### config.mk
export PLATFORM = sky130hd
export DESIGN_NAME = zero_cross_triac_gate
export DESIGN_NICKNAME = d
export VERILOG_FILES = /design/src/hw/rtl/zctg_pkg.sv /design/src/hw/rtl/zctg_ms_div.sv /design/src/hw/rtl/zero_cross_triac_gate.sv
export SDC_FILE = /design/constraint.sdc
export NUM_CORES = 2
export LEC_CHECK = 0
export BUFFER_PORTS_ARGS = -buffer_cell sky130_fd_sc_hd__clkbuf_2
export CAP_MARGIN = 20
export CORE_ASPECT_RATIO = 0.75
export CORE_MARGIN = 2
export CORE_UTILIZATION = 55
export DETAILED_ROUTE_END_ITERATION = 10
export GPL_ROUTABILITY_DRIVEN = 0
export PLACE_DENSITY = 0.72
export SYNTH_ARGS = -nofsm -noshare
export SYNTH_HDL_FRONTEND = slang
export SYNTH_SLANG_ARGS = --single-unit
export TNS_END_PERCENT = 1
### constraint.sdc
create_clock -name aclk -period 68.6 [get_ports aclk]
set_clock_uncertainty 0.05 [all_clocks]
set_input_delay 10.29 -clock aclk [delete_from_list [all_inputs] [get_ports aclk]]
set_output_delay 10.29 -clock aclk [all_outputs]
set_load 0.03 [all_outputs]
### src/hw/rtl/zctg_pkg.sv
// Shared types and constants for the zero-cross triac gate block.
package zctg_pkg;

    localparam int TIME_BITS = 48;
    localparam int CNT_W     = 32;
    localparam int MS_W      = 39;
    localparam int CFG_IDX_W = 2;
    localparam int CFG_DATA_W = 24;
    localparam int GLITCH_W  = 20;
    localparam int MAX_AGE_W = 24;

    localparam logic [CNT_W-1:0] CNT_MAX = '1;

    // Event codes
    localparam logic [1:0] OP_EDGE  = 2'd0;
    localparam logic [1:0] OP_SET   = 2'd1;
    localparam logic [1:0] OP_QUERY = 2'd2;

    // Register indexes
    localparam logic [CFG_IDX_W-1:0] CFG_ENABLE  = 2'd0;
    localparam logic [CFG_IDX_W-1:0] CFG_GLITCH  = 2'd1;
    localparam logic [CFG_IDX_W-1:0] CFG_MAX_AGE = 2'd2;

    localparam logic [GLITCH_W-1:0]  GLITCH_RESET  = 20'd4000;
    localparam logic [MAX_AGE_W-1:0] MAX_AGE_RESET = 24'd100000;

    typedef struct packed {
        logic [1:0]           op;
        logic [TIME_BITS-1:0] time_us;
        logic                 on;
    } zctg_in_t;

    typedef struct packed {
        logic             gate;
        logic             active;
        logic             running;
        logic             sig_live;
        logic [CNT_W-1:0] edge_total;
        logic [CNT_W-1:0] rejected_count;
        logic [CNT_W-1:0] gap_count;
        logic [CNT_W-1:0] period_last;
        logic [CNT_W-1:0] period_min;
        logic [CNT_W-1:0] period_max;
        logic [MS_W-1:0]  edge_time_ms;
    } zctg_out_t;

endpackage

### src/hw/rtl/zctg_ms_div.sv
// Pipelined divide-by-1000 of the last edge time, carrying the status record alongside.
module zctg_ms_div import zctg_pkg::*; (
    input  logic                 aclk,
    input  logic                 aresetn,
    input  logic                 in_valid,
    output logic                 in_ready,
    input  logic [TIME_BITS-1:0] in_time,
    input  zctg_out_t            in_info,
    output logic                 out_valid,
    input  logic                 out_ready,
    output zctg_out_t            out_info
);

    localparam int DIGIT_W = 16;
    localparam int DIGITS  = (TIME_BITS + DIGIT_W - 1) / DIGIT_W;
    localparam int DIV_W   = DIGITS * DIGIT_W;
    localparam int STAGES  = 2 * DIGITS;
    localparam int REM_W   = 10;
    localparam int PART_W  = REM_W + DIGIT_W;
    localparam int PROD_W  = PART_W + DIGIT_W;
    localparam int RECIP_SHIFT = 25;
    localparam logic [DIGIT_W-1:0] RECIP   = 16'd33554;
    localparam logic [PART_W-1:0]  DIVISOR = 26'd1000;

    typedef struct packed {
        logic [DIV_W-1:0]   num;
        logic [DIV_W-1:0]   quo;
        logic [REM_W-1:0]   rem;
        logic [PART_W-1:0]  part;
        logic [DIGIT_W-1:0] q_est;
        zctg_out_t          info;
    } div_stage_t;

    div_stage_t  st_reg  [STAGES];
    div_stage_t  st_next [STAGES];
    div_stage_t  src     [STAGES];
    logic        vld_reg [STAGES];
    logic        src_vld [STAGES];
    logic        rdy     [STAGES+1];
    div_stage_t  entry;
    logic [63:0] quo_ext;

    always_comb begin
        entry       = '0;
        entry.num   = DIV_W'(in_time);
        entry.info  = in_info;
    end

    assign rdy[STAGES] = out_ready;
    assign in_ready    = rdy[0];

    for (genvar s = 0; s < STAGES; s++) begin : g_stage
        localparam int HI = DIV_W - 1 - DIGIT_W * (s / 2);

        if (s == 0) begin : g_first
            assign src[s]     = entry;
            assign src_vld[s] = in_valid;
        end else begin : g_chain
            assign src[s]     = st_reg[s-1];
            assign src_vld[s] = vld_reg[s-1];
        end

        assign rdy[s] = !vld_reg[s] || rdy[s+1];

        if ((s % 2) == 0) begin : g_est
            // Estimate the digit quotient by reciprocal multiply; low by at most one
            logic [PART_W-1:0] part;
            logic [PROD_W-1:0] prod;
            always_comb begin
                part          = {src[s].rem, src[s].num[HI -: DIGIT_W]};
                prod          = PROD_W'(part) * PROD_W'(RECIP);
                st_next[s]       = src[s];
                st_next[s].part  = part;
                st_next[s].q_est = prod[RECIP_SHIFT +: DIGIT_W];
            end
        end else begin : g_fix
            logic [PART_W-1:0]  rem_raw;
            logic               bump;
            logic [DIGIT_W-1:0] q_digit;
            always_comb begin
                rem_raw = src[s].part - PART_W'(src[s].q_est) * DIVISOR;
                bump    = rem_raw >= DIVISOR;
                q_digit = src[s].q_est + DIGIT_W'(bump);
                st_next[s] = src[s];
                st_next[s].quo[HI -: DIGIT_W] = q_digit;
                st_next[s].rem = bump ? REM_W'(rem_raw - DIVISOR) : REM_W'(rem_raw);
            end
        end

        always_ff @(posedge aclk) begin
            if (!aresetn) begin
                vld_reg[s] <= 1'b0;
            end else if (rdy[s]) begin
                vld_reg[s] <= src_vld[s];
            end
        end

        always_ff @(posedge aclk) begin
            if (rdy[s] && src_vld[s]) begin
                st_reg[s] <= st_next[s];
            end
        end
    end

    assign out_valid = vld_reg[STAGES-1];
    assign quo_ext   = 64'(st_reg[STAGES-1].quo);

    always_comb begin
        out_info              = st_reg[STAGES-1].info;
        out_info.edge_time_ms = quo_ext[MS_W-1:0];
    end

endmodule

### src/hw/rtl/zero_cross_triac_gate.sv
// Channel   Ports                      Direction  Payload
// --------  -------------------------  ---------  -------------------------------
// event     s_valid s_ready s_data     in         op, time_us, on (zctg_in_t)
// status    m_valid m_ready m_data     out        gate, flags, counters, periods
// config    cfg_we cfg_index cfg_data  in         enable, glitch, max age
//
// One event per cycle sustained while m_ready does not stall; m_valid rises once the transaction
// has passed the input register and the divide by 1000 (an estimate and a correction stage per digit).
// Event state updates in the cycle the event leaves the input register.
// aresetn is synchronous, active low; it clears state and restores register defaults.
// A stalled m_ready backs up stage by stage; empty stages keep taking transactions.
module zero_cross_triac_gate import zctg_pkg::*; (
    input  logic                  aclk,
    input  logic                  aresetn,
    input  logic                  s_valid,
    output logic                  s_ready,
    input  zctg_in_t              s_data,
    output logic                  m_valid,
    input  logic                  m_ready,
    output zctg_out_t             m_data,
    input  logic                  cfg_we,
    input  logic [CFG_IDX_W-1:0]  cfg_index,
    input  logic [CFG_DATA_W-1:0] cfg_data
);

    function automatic logic [CNT_W-1:0] sat_inc(input logic [CNT_W-1:0] v);
        return (v == CNT_MAX) ? v : v + 1'b1;
    endfunction

    logic                 enable_reg;
    logic [GLITCH_W-1:0]  glitch_reg;
    logic [MAX_AGE_W-1:0] max_age_reg;

    zctg_in_t             in_reg;
    logic                 in_vld_reg;

    logic                 request_reg,   request_next;
    logic                 applied_reg,   applied_next;
    logic [TIME_BITS-1:0] last_edge_reg, last_edge_next;
    logic [CNT_W-1:0]     edges_reg,     edges_next;
    logic [CNT_W-1:0]     rejects_reg,   rejects_next;
    logic [CNT_W-1:0]     gaps_reg,      gaps_next;
    logic [CNT_W-1:0]     recent_reg,    recent_next;
    logic [CNT_W-1:0]     shortest_reg,  shortest_next;
    logic [CNT_W-1:0]     longest_reg,   longest_next;

    logic                 div_ready;
    logic                 adv;
    logic [TIME_BITS-1:0] now;
    logic [TIME_BITS-1:0] diff;
    logic                 have_prev;
    logic                 too_soon;
    logic                 take;
    logic                 present;
    logic [CNT_W-1:0]     period;
    zctg_out_t            info;

    // Configuration
    always_ff @(posedge aclk) begin
        if (!aresetn) begin
            enable_reg  <= 1'b0;
            glitch_reg  <= GLITCH_RESET;
            max_age_reg <= MAX_AGE_RESET;
        end else if (cfg_we) begin
            case (cfg_index)
                CFG_ENABLE:  enable_reg  <= cfg_data[0];
                CFG_GLITCH:  glitch_reg  <= cfg_data[GLITCH_W-1:0];
                CFG_MAX_AGE: max_age_reg <= cfg_data[MAX_AGE_W-1:0];
                default: ;
            endcase
        end
    end

    // Input register
    assign s_ready = !in_vld_reg || div_ready;
    assign adv     = in_vld_reg && div_ready;

    always_ff @(posedge aclk) begin
        if (!aresetn) begin
            in_vld_reg <= 1'b0;
        end else if (s_ready) begin
            in_vld_reg <= s_valid;
        end
    end

    always_ff @(posedge aclk) begin
        if (s_valid && s_ready) begin
            in_reg <= s_data;
        end
    end

    // Event evaluation
    assign now       = in_reg.time_us;
    assign diff      = now - last_edge_reg;
    assign have_prev = last_edge_reg != '0;
    assign too_soon  = have_prev &&
                       (now <= last_edge_reg || diff < TIME_BITS'(glitch_reg));
    assign period    = (diff > TIME_BITS'(CNT_MAX)) ? CNT_MAX : diff[CNT_W-1:0];

    always_comb begin
        request_next  = request_reg;
        applied_next  = applied_reg;
        last_edge_next = last_edge_reg;
        edges_next    = edges_reg;
        rejects_next  = rejects_reg;
        gaps_next     = gaps_reg;
        recent_next   = recent_reg;
        shortest_next = shortest_reg;
        longest_next  = longest_reg;
        take          = 1'b0;
        case (in_reg.op)
            OP_EDGE: begin
                if (enable_reg) begin
                    if (too_soon) begin
                        rejects_next = sat_inc(rejects_reg);
                    end else begin
                        take = 1'b1;
                        if (have_prev) begin
                            if (diff > TIME_BITS'(max_age_reg)) begin
                                gaps_next = sat_inc(gaps_reg);
                            end
                            recent_next = period;
                            if (shortest_reg == '0 || period < shortest_reg) begin
                                shortest_next = period;
                            end
                            if (period > longest_reg) begin
                                longest_next = period;
                            end
                        end
                        last_edge_next = now;
                        edges_next     = sat_inc(edges_reg);
                        applied_next   = request_reg;
                    end
                end
            end
            OP_SET: begin
                request_next = in_reg.on && enable_reg;
                if (!request_next) begin
                    applied_next = 1'b0;
                end
            end
            default: ;
        endcase
    end

    // Signal presence after the event: age is zero when this edge was just taken, else within max age
    assign present = take ? (now != '0)
                          : (have_prev && now >= last_edge_reg &&
                             diff <= TIME_BITS'(max_age_reg));

    always_comb begin
        info                = '0;
        info.gate           = applied_next;
        info.active         = enable_reg && request_next;
        info.running        = enable_reg && applied_next && present;
        info.sig_live       = present;
        info.edge_total     = edges_next;
        info.rejected_count = rejects_next;
        info.gap_count      = gaps_next;
        info.period_last    = recent_next;
        info.period_min     = shortest_next;
        info.period_max     = longest_next;
    end

    always_ff @(posedge aclk) begin
        if (!aresetn) begin
            request_reg   <= 1'b0;
            applied_reg   <= 1'b0;
            last_edge_reg <= '0;
            edges_reg     <= '0;
            rejects_reg   <= '0;
            gaps_reg      <= '0;
            recent_reg    <= '0;
            shortest_reg  <= '0;
            longest_reg   <= '0;
        end else if (adv) begin
            request_reg   <= request_next;
            applied_reg   <= applied_next;
            last_edge_reg <= last_edge_next;
            edges_reg     <= edges_next;
            rejects_reg   <= rejects_next;
            gaps_reg      <= gaps_next;
            recent_reg    <= recent_next;
            shortest_reg  <= shortest_next;
            longest_reg   <= longest_next;
        end
    end

    zctg_ms_div u_ms_div (
        .aclk      (aclk),
        .aresetn   (aresetn),
        .in_valid  (in_vld_reg),
        .in_ready  (div_ready),
        .in_time   (last_edge_next),
        .in_info   (info),
        .out_valid (m_valid),
        .out_ready (m_ready),
        .out_info  (m_data)
    );

`ifndef NO_ASSERTIONS
    a_min_le_max: assert property (@(posedge aclk) disable iff (!aresetn)
        shortest_reg != '0 |-> shortest_reg <= longest_reg)
        else $error("min period above max period");

    a_recent_in_range: assert property (@(posedge aclk) disable iff (!aresetn)
        recent_reg != '0 |-> (shortest_reg <= recent_reg && recent_reg <= longest_reg))
        else $error("last period outside min/max range");

    a_applied_needs_request: assert property (@(posedge aclk) disable iff (!aresetn)
        applied_reg |-> request_reg)
        else $error("gate applied without a pending on-request");

    a_state_holds_when_idle: assert property (@(posedge aclk) disable iff (!aresetn)
        !adv |=> ($stable(edges_reg) && $stable(rejects_reg) && $stable(last_edge_reg)))
        else $error("edge state changed without an event");
`endif

endmodule
==> summary.md <==
| Metric | Value |
|---|---|
| Xor/xnor share of the synthesized area | 3.50% |
| CP Launch Point | m_ready |
| Setup violation total in the final timing report | 0 |
| Count of final max-slew check failures | 0 |
| Crit path to | s_ready |
| Number of distinct library cell variants in the gate-level netlist after synthesis | 87 |
| Final setup margin | 46,210 ps |
| WL final | 182,000 um |
| Number of nets with antenna violations after routing | 0 |
| Latest clock arrival within the worst-skew pair | 800 ps |
| Max Clock Freq | 44.7 MHz |
| Setup slack after placement | 46,220 ps |
| Inserted Clock Buffers | 170 |
| Maximum number of pins on one net before global-route repair | 162 |
| Number of warnings printed during yosys synthesis | 0 |
| Number of levels the H-tree was split into | 4 |
| Number of clock sinks | 1,840 |
| DP HPWL | 130,000 um |
| Final Hold Fails | 0 |
| Reported leakage power | 39.4 nW |
| FF-to-FF setup slack | 56,900 ps |
| Sequential cell area fraction in the yosys report | 59.5% |
| Slew at the pin closest to its max-slew limit | 1310 ps |
| I/O Buffers | 318 |
| Number of rows created at floorplan | 127 |
| Post-DR wirelength/cell | 19.6 um |
| Adder-cell share of the synthesized area | 18.0% |
| Clock Pin Slew Worst Setup and Hold Paths | 60 ps |
| Number of hold-repair buffers added at the cts stage | 0 |
| Area of the mapped netlist | 88,000 um2 |
| Number of cells on the worst reg-to-reg path | 35 |
| Time the final worst path needs with I/O delays and setup | 22,390 ps |
| Final global-route overflow total | 0 |
| Period utilisation layout | 32.6% |
| Sum of negative setup slack | 0 ps |
| Mapped Cells | 6,591 |
| Worst R2R End | u_ms_div.st_reg[0][240] |
| Most common library cell in the layout ignoring fill and taps | sky130_fd_sc_hd__edfxtp_1 |
| Number of flip-flops and latches in the synthesized netlist | 1,840 |
| Starting density of the core | 55.2% |
| Overall global routing resource usage | 22.5% |
| DRC | 0 |
| Setup Buffers After CTS | 0 |
| Largest register FFs | 1,495 |
| Tightest Hold Check Type | reg -> reg |
| Nets | 8,151 |
| Total of cells resized after clock tree synthesis | 0 |
| Area growth from synthesis to layout | 11.3% |
| Req. time, crit path | 58,260 ps |
| IR drop worst, VDD | 0.0969 mV |
| Maximum net fanout on the critical path | 6 |
| Number of maximum-capacitance constraint violations | 0 |
| Power density over the cells | 35.3 nW/um2 |
| Global-route wire length before repair | 285,000 um |
| Cell at the root of the clock tree | sky130_fd_sc_hd__clkbuf_16 |
| Vias in the first global route | 51.0k |
| Fill cells | 11.9k |
| Critical path data arrival time | 12,050 ps |
| Run status | finished clean |
| Post-synthesis average cell area | 13.4 um2 |
| TritonRoute pass-1 iters | 8 |
| WS Path Type | in -> out |
| Floorplan core area | 159,000 um2 |
| Die outline width | 466 um |
| Max transition margin | 12.5% |
| Per-cell via count in the routed design | 5.51 |
| Main combinational cell family by area after synthesis | adder cells |
| Area fraction in compound gates after synthesis | 6.74% |
| CTS tree | done |
| CP startpoint kind | input port |
| Endpoint kind of the worst setup timing path | output port |
| Number of vias in the routed layout | 51.0k |
| Die outline area | 163,000 um2 |
| Clk buf depth | 3 |
| Async set-or-reset flop fraction in the synthesized netlist | 0% |
| Post-Syn Nets | 7,771 |
| Top FF cell, synth | sky130_fd_sc_hd__edfxtp_1 |
| Antenna violations before repair | 23 |
| Number of enable flip-flop cells after synthesis | 1,551 |
| Top library cells by usage in the layout, fill and taps aside | sky130_fd_sc_hd__edfxtp_1, sky130_fd_sc_hd__ha_1, sky130_fd_sc_hd__inv_1, sky130_fd_sc_hd__nor2_1, sky130_fd_sc_hd__nand2_1 |
| DRC violation total after the first TritonRoute iteration | 3,850 |
| Basic-gate share of the synthesized area counting and, or, nand and nor cells | 7.70% |
| Portion of netlist area occupied by mux cells | 0.979% |
| I/O pin count | 319 |
| Reg-to-Reg Start | now[0] |
| Unrepaired setup endpoints after global routing | false |
| Layout cells sized above 1 | 10.3% |
| Hold Worst Slack | 349 ps |
| Overall die height | 351 um |
-- layer usage --
layer,up-vias,track usage (%),part of all wire (%)
met5,-,0,0.038
met4,12,7.84,3.2
met3,307,3.60,5.2
met2,1312,36.0,47
met1,24900,31.3,45
li1,24500,-,-
-- kinds of logic after synthesis --
group	Yosys count
buffers and inverters	850
AOI/OAI and AO/OA	921
and+or+nand+nor	1450
adders and majority gates	1098
DFF	1840
xor gates and xnor gates	352
muxes	80
-- through the flow --
step | util (%) | cell area, um2 | std cells | power (mW)
finish | 61.5 | 98000 | 9256 | 3.46
global route | 61.5 | 98000 | 9255 | 3.68
CTS | 61.4 | 97900 | 9241 | 3.46
detailed placement | 57.8 | 92200 | 8923 | 2.49
global placement | 57.8 | 92200 | 8922 | 2.44
floorplan | - | 88000 | 6591 | 2.23
-- worst min path at each step --
| stage | startpoint | to | slack, ps | cells after the start |
|---|---|---|---|---|
| after floorplan | u_ms_div.st_reg[0][100] | u_ms_div.st_reg[1][100] | 350 | 0 |
| after global placement | u_ms_div.st_reg[2][149] | u_ms_div.st_reg[3][149] | 350 | 0 |
| after detailed placement | u_ms_div.st_reg[0][101] | u_ms_div.st_reg[1][101] | 350 | 0 |
| after CTS | u_ms_div.st_reg[0][364] | u_ms_div.st_reg[1][364] | 340 | 0 |
| after global routing | u_ms_div.st_reg[2][193] | u_ms_div.st_reg[3][193] | 360 | 0 |
| final | u_ms_div.st_reg[0][364] | u_ms_div.st_reg[1][364] | 350 | 0 |
-- cells in the mapped netlist, types with 35 or more instances --
cell type | n | area (um2)
sky130_fd_sc_hd__and3_1 | 50 | 313
sky130_fd_sc_hd__nand4_1 | 88 | 551
sky130_fd_sc_hd__edfxtp_1 | 1551 | 46600
sky130_fd_sc_hd__nor4_1 | 62 | 388
sky130_fd_sc_hd__fa_1 | 276 | 5530
sky130_fd_sc_hd__inv_1 | 685 | 2570
sky130_fd_sc_hd__mux2_2 | 49 | 552
sky130_fd_sc_hd__xor2_1 | 141 | 1230
sky130_fd_sc_hd__nand2b_1 | 38 | 238
sky130_fd_sc_hd__a21oi_1 | 259 | 1300
sky130_fd_sc_hd__dfxtp_1 | 289 | 5790
sky130_fd_sc_hd__nand2_1 | 422 | 1580
sky130_fd_sc_hd__nor3_1 | 97 | 485
sky130_fd_sc_hd__xnor2_1 | 211 | 1850
sky130_fd_sc_hd__a211oi_1 | 97 | 728
sky130_fd_sc_hd__nor2_1 | 434 | 1630
sky130_fd_sc_hd__a31oi_1 | 48 | 300
sky130_fd_sc_hd__o21ai_0 | 201 | 1010
sky130_fd_sc_hd__ha_1 | 822 | 10300
sky130_fd_sc_hd__nand3_1 | 108 | 541
sky130_fd_sc_hd__clkbuf_1 | 136 | 510
sky130_fd_sc_hd__a21o_1 | 84 | 631
sky130_fd_sc_hd__o21a_1 | 35 | 263
-- power by group --
| group | switching [mW] | leakage (nW) | internal [mW] |
|---|---|---|---|
| clock network | 0.419 | 2.78 | 0.539 |
| logic | 0.721 | 18.7 | 0.524 |
| registers | 0.0187 | 17.9 | 1.24 |
-- layout make-up --
type	instances	area [um2]	area share, %
Antenna cell	11	27.5	0.0281
Timing Repair Buffer	373	2030	2.07
Sequential cell	1840	52400	53.4
Multi-Input combinational cell	3901	32600	33.3
Tap cell	2128	2660	2.72
Inverter	685	2590	2.64
Clock buffer	219	4600	4.70
Clock inverter	99	1130	1.15
-- worst max-delay path, cell delays in order --
cell	delay [ps]
sky130_fd_sc_hd__clkbuf_2	80
sky130_fd_sc_hd__nor2b_1	370
sky130_fd_sc_hd__and2_1	350
sky130_fd_sc_hd__and3_1	350
sky130_fd_sc_hd__and3_1	290
sky130_fd_sc_hd__nand2_1	110
sky130_fd_sc_hd__clkbuf_2	200
No activity file was read; power rests on OpenSTA's default activity.
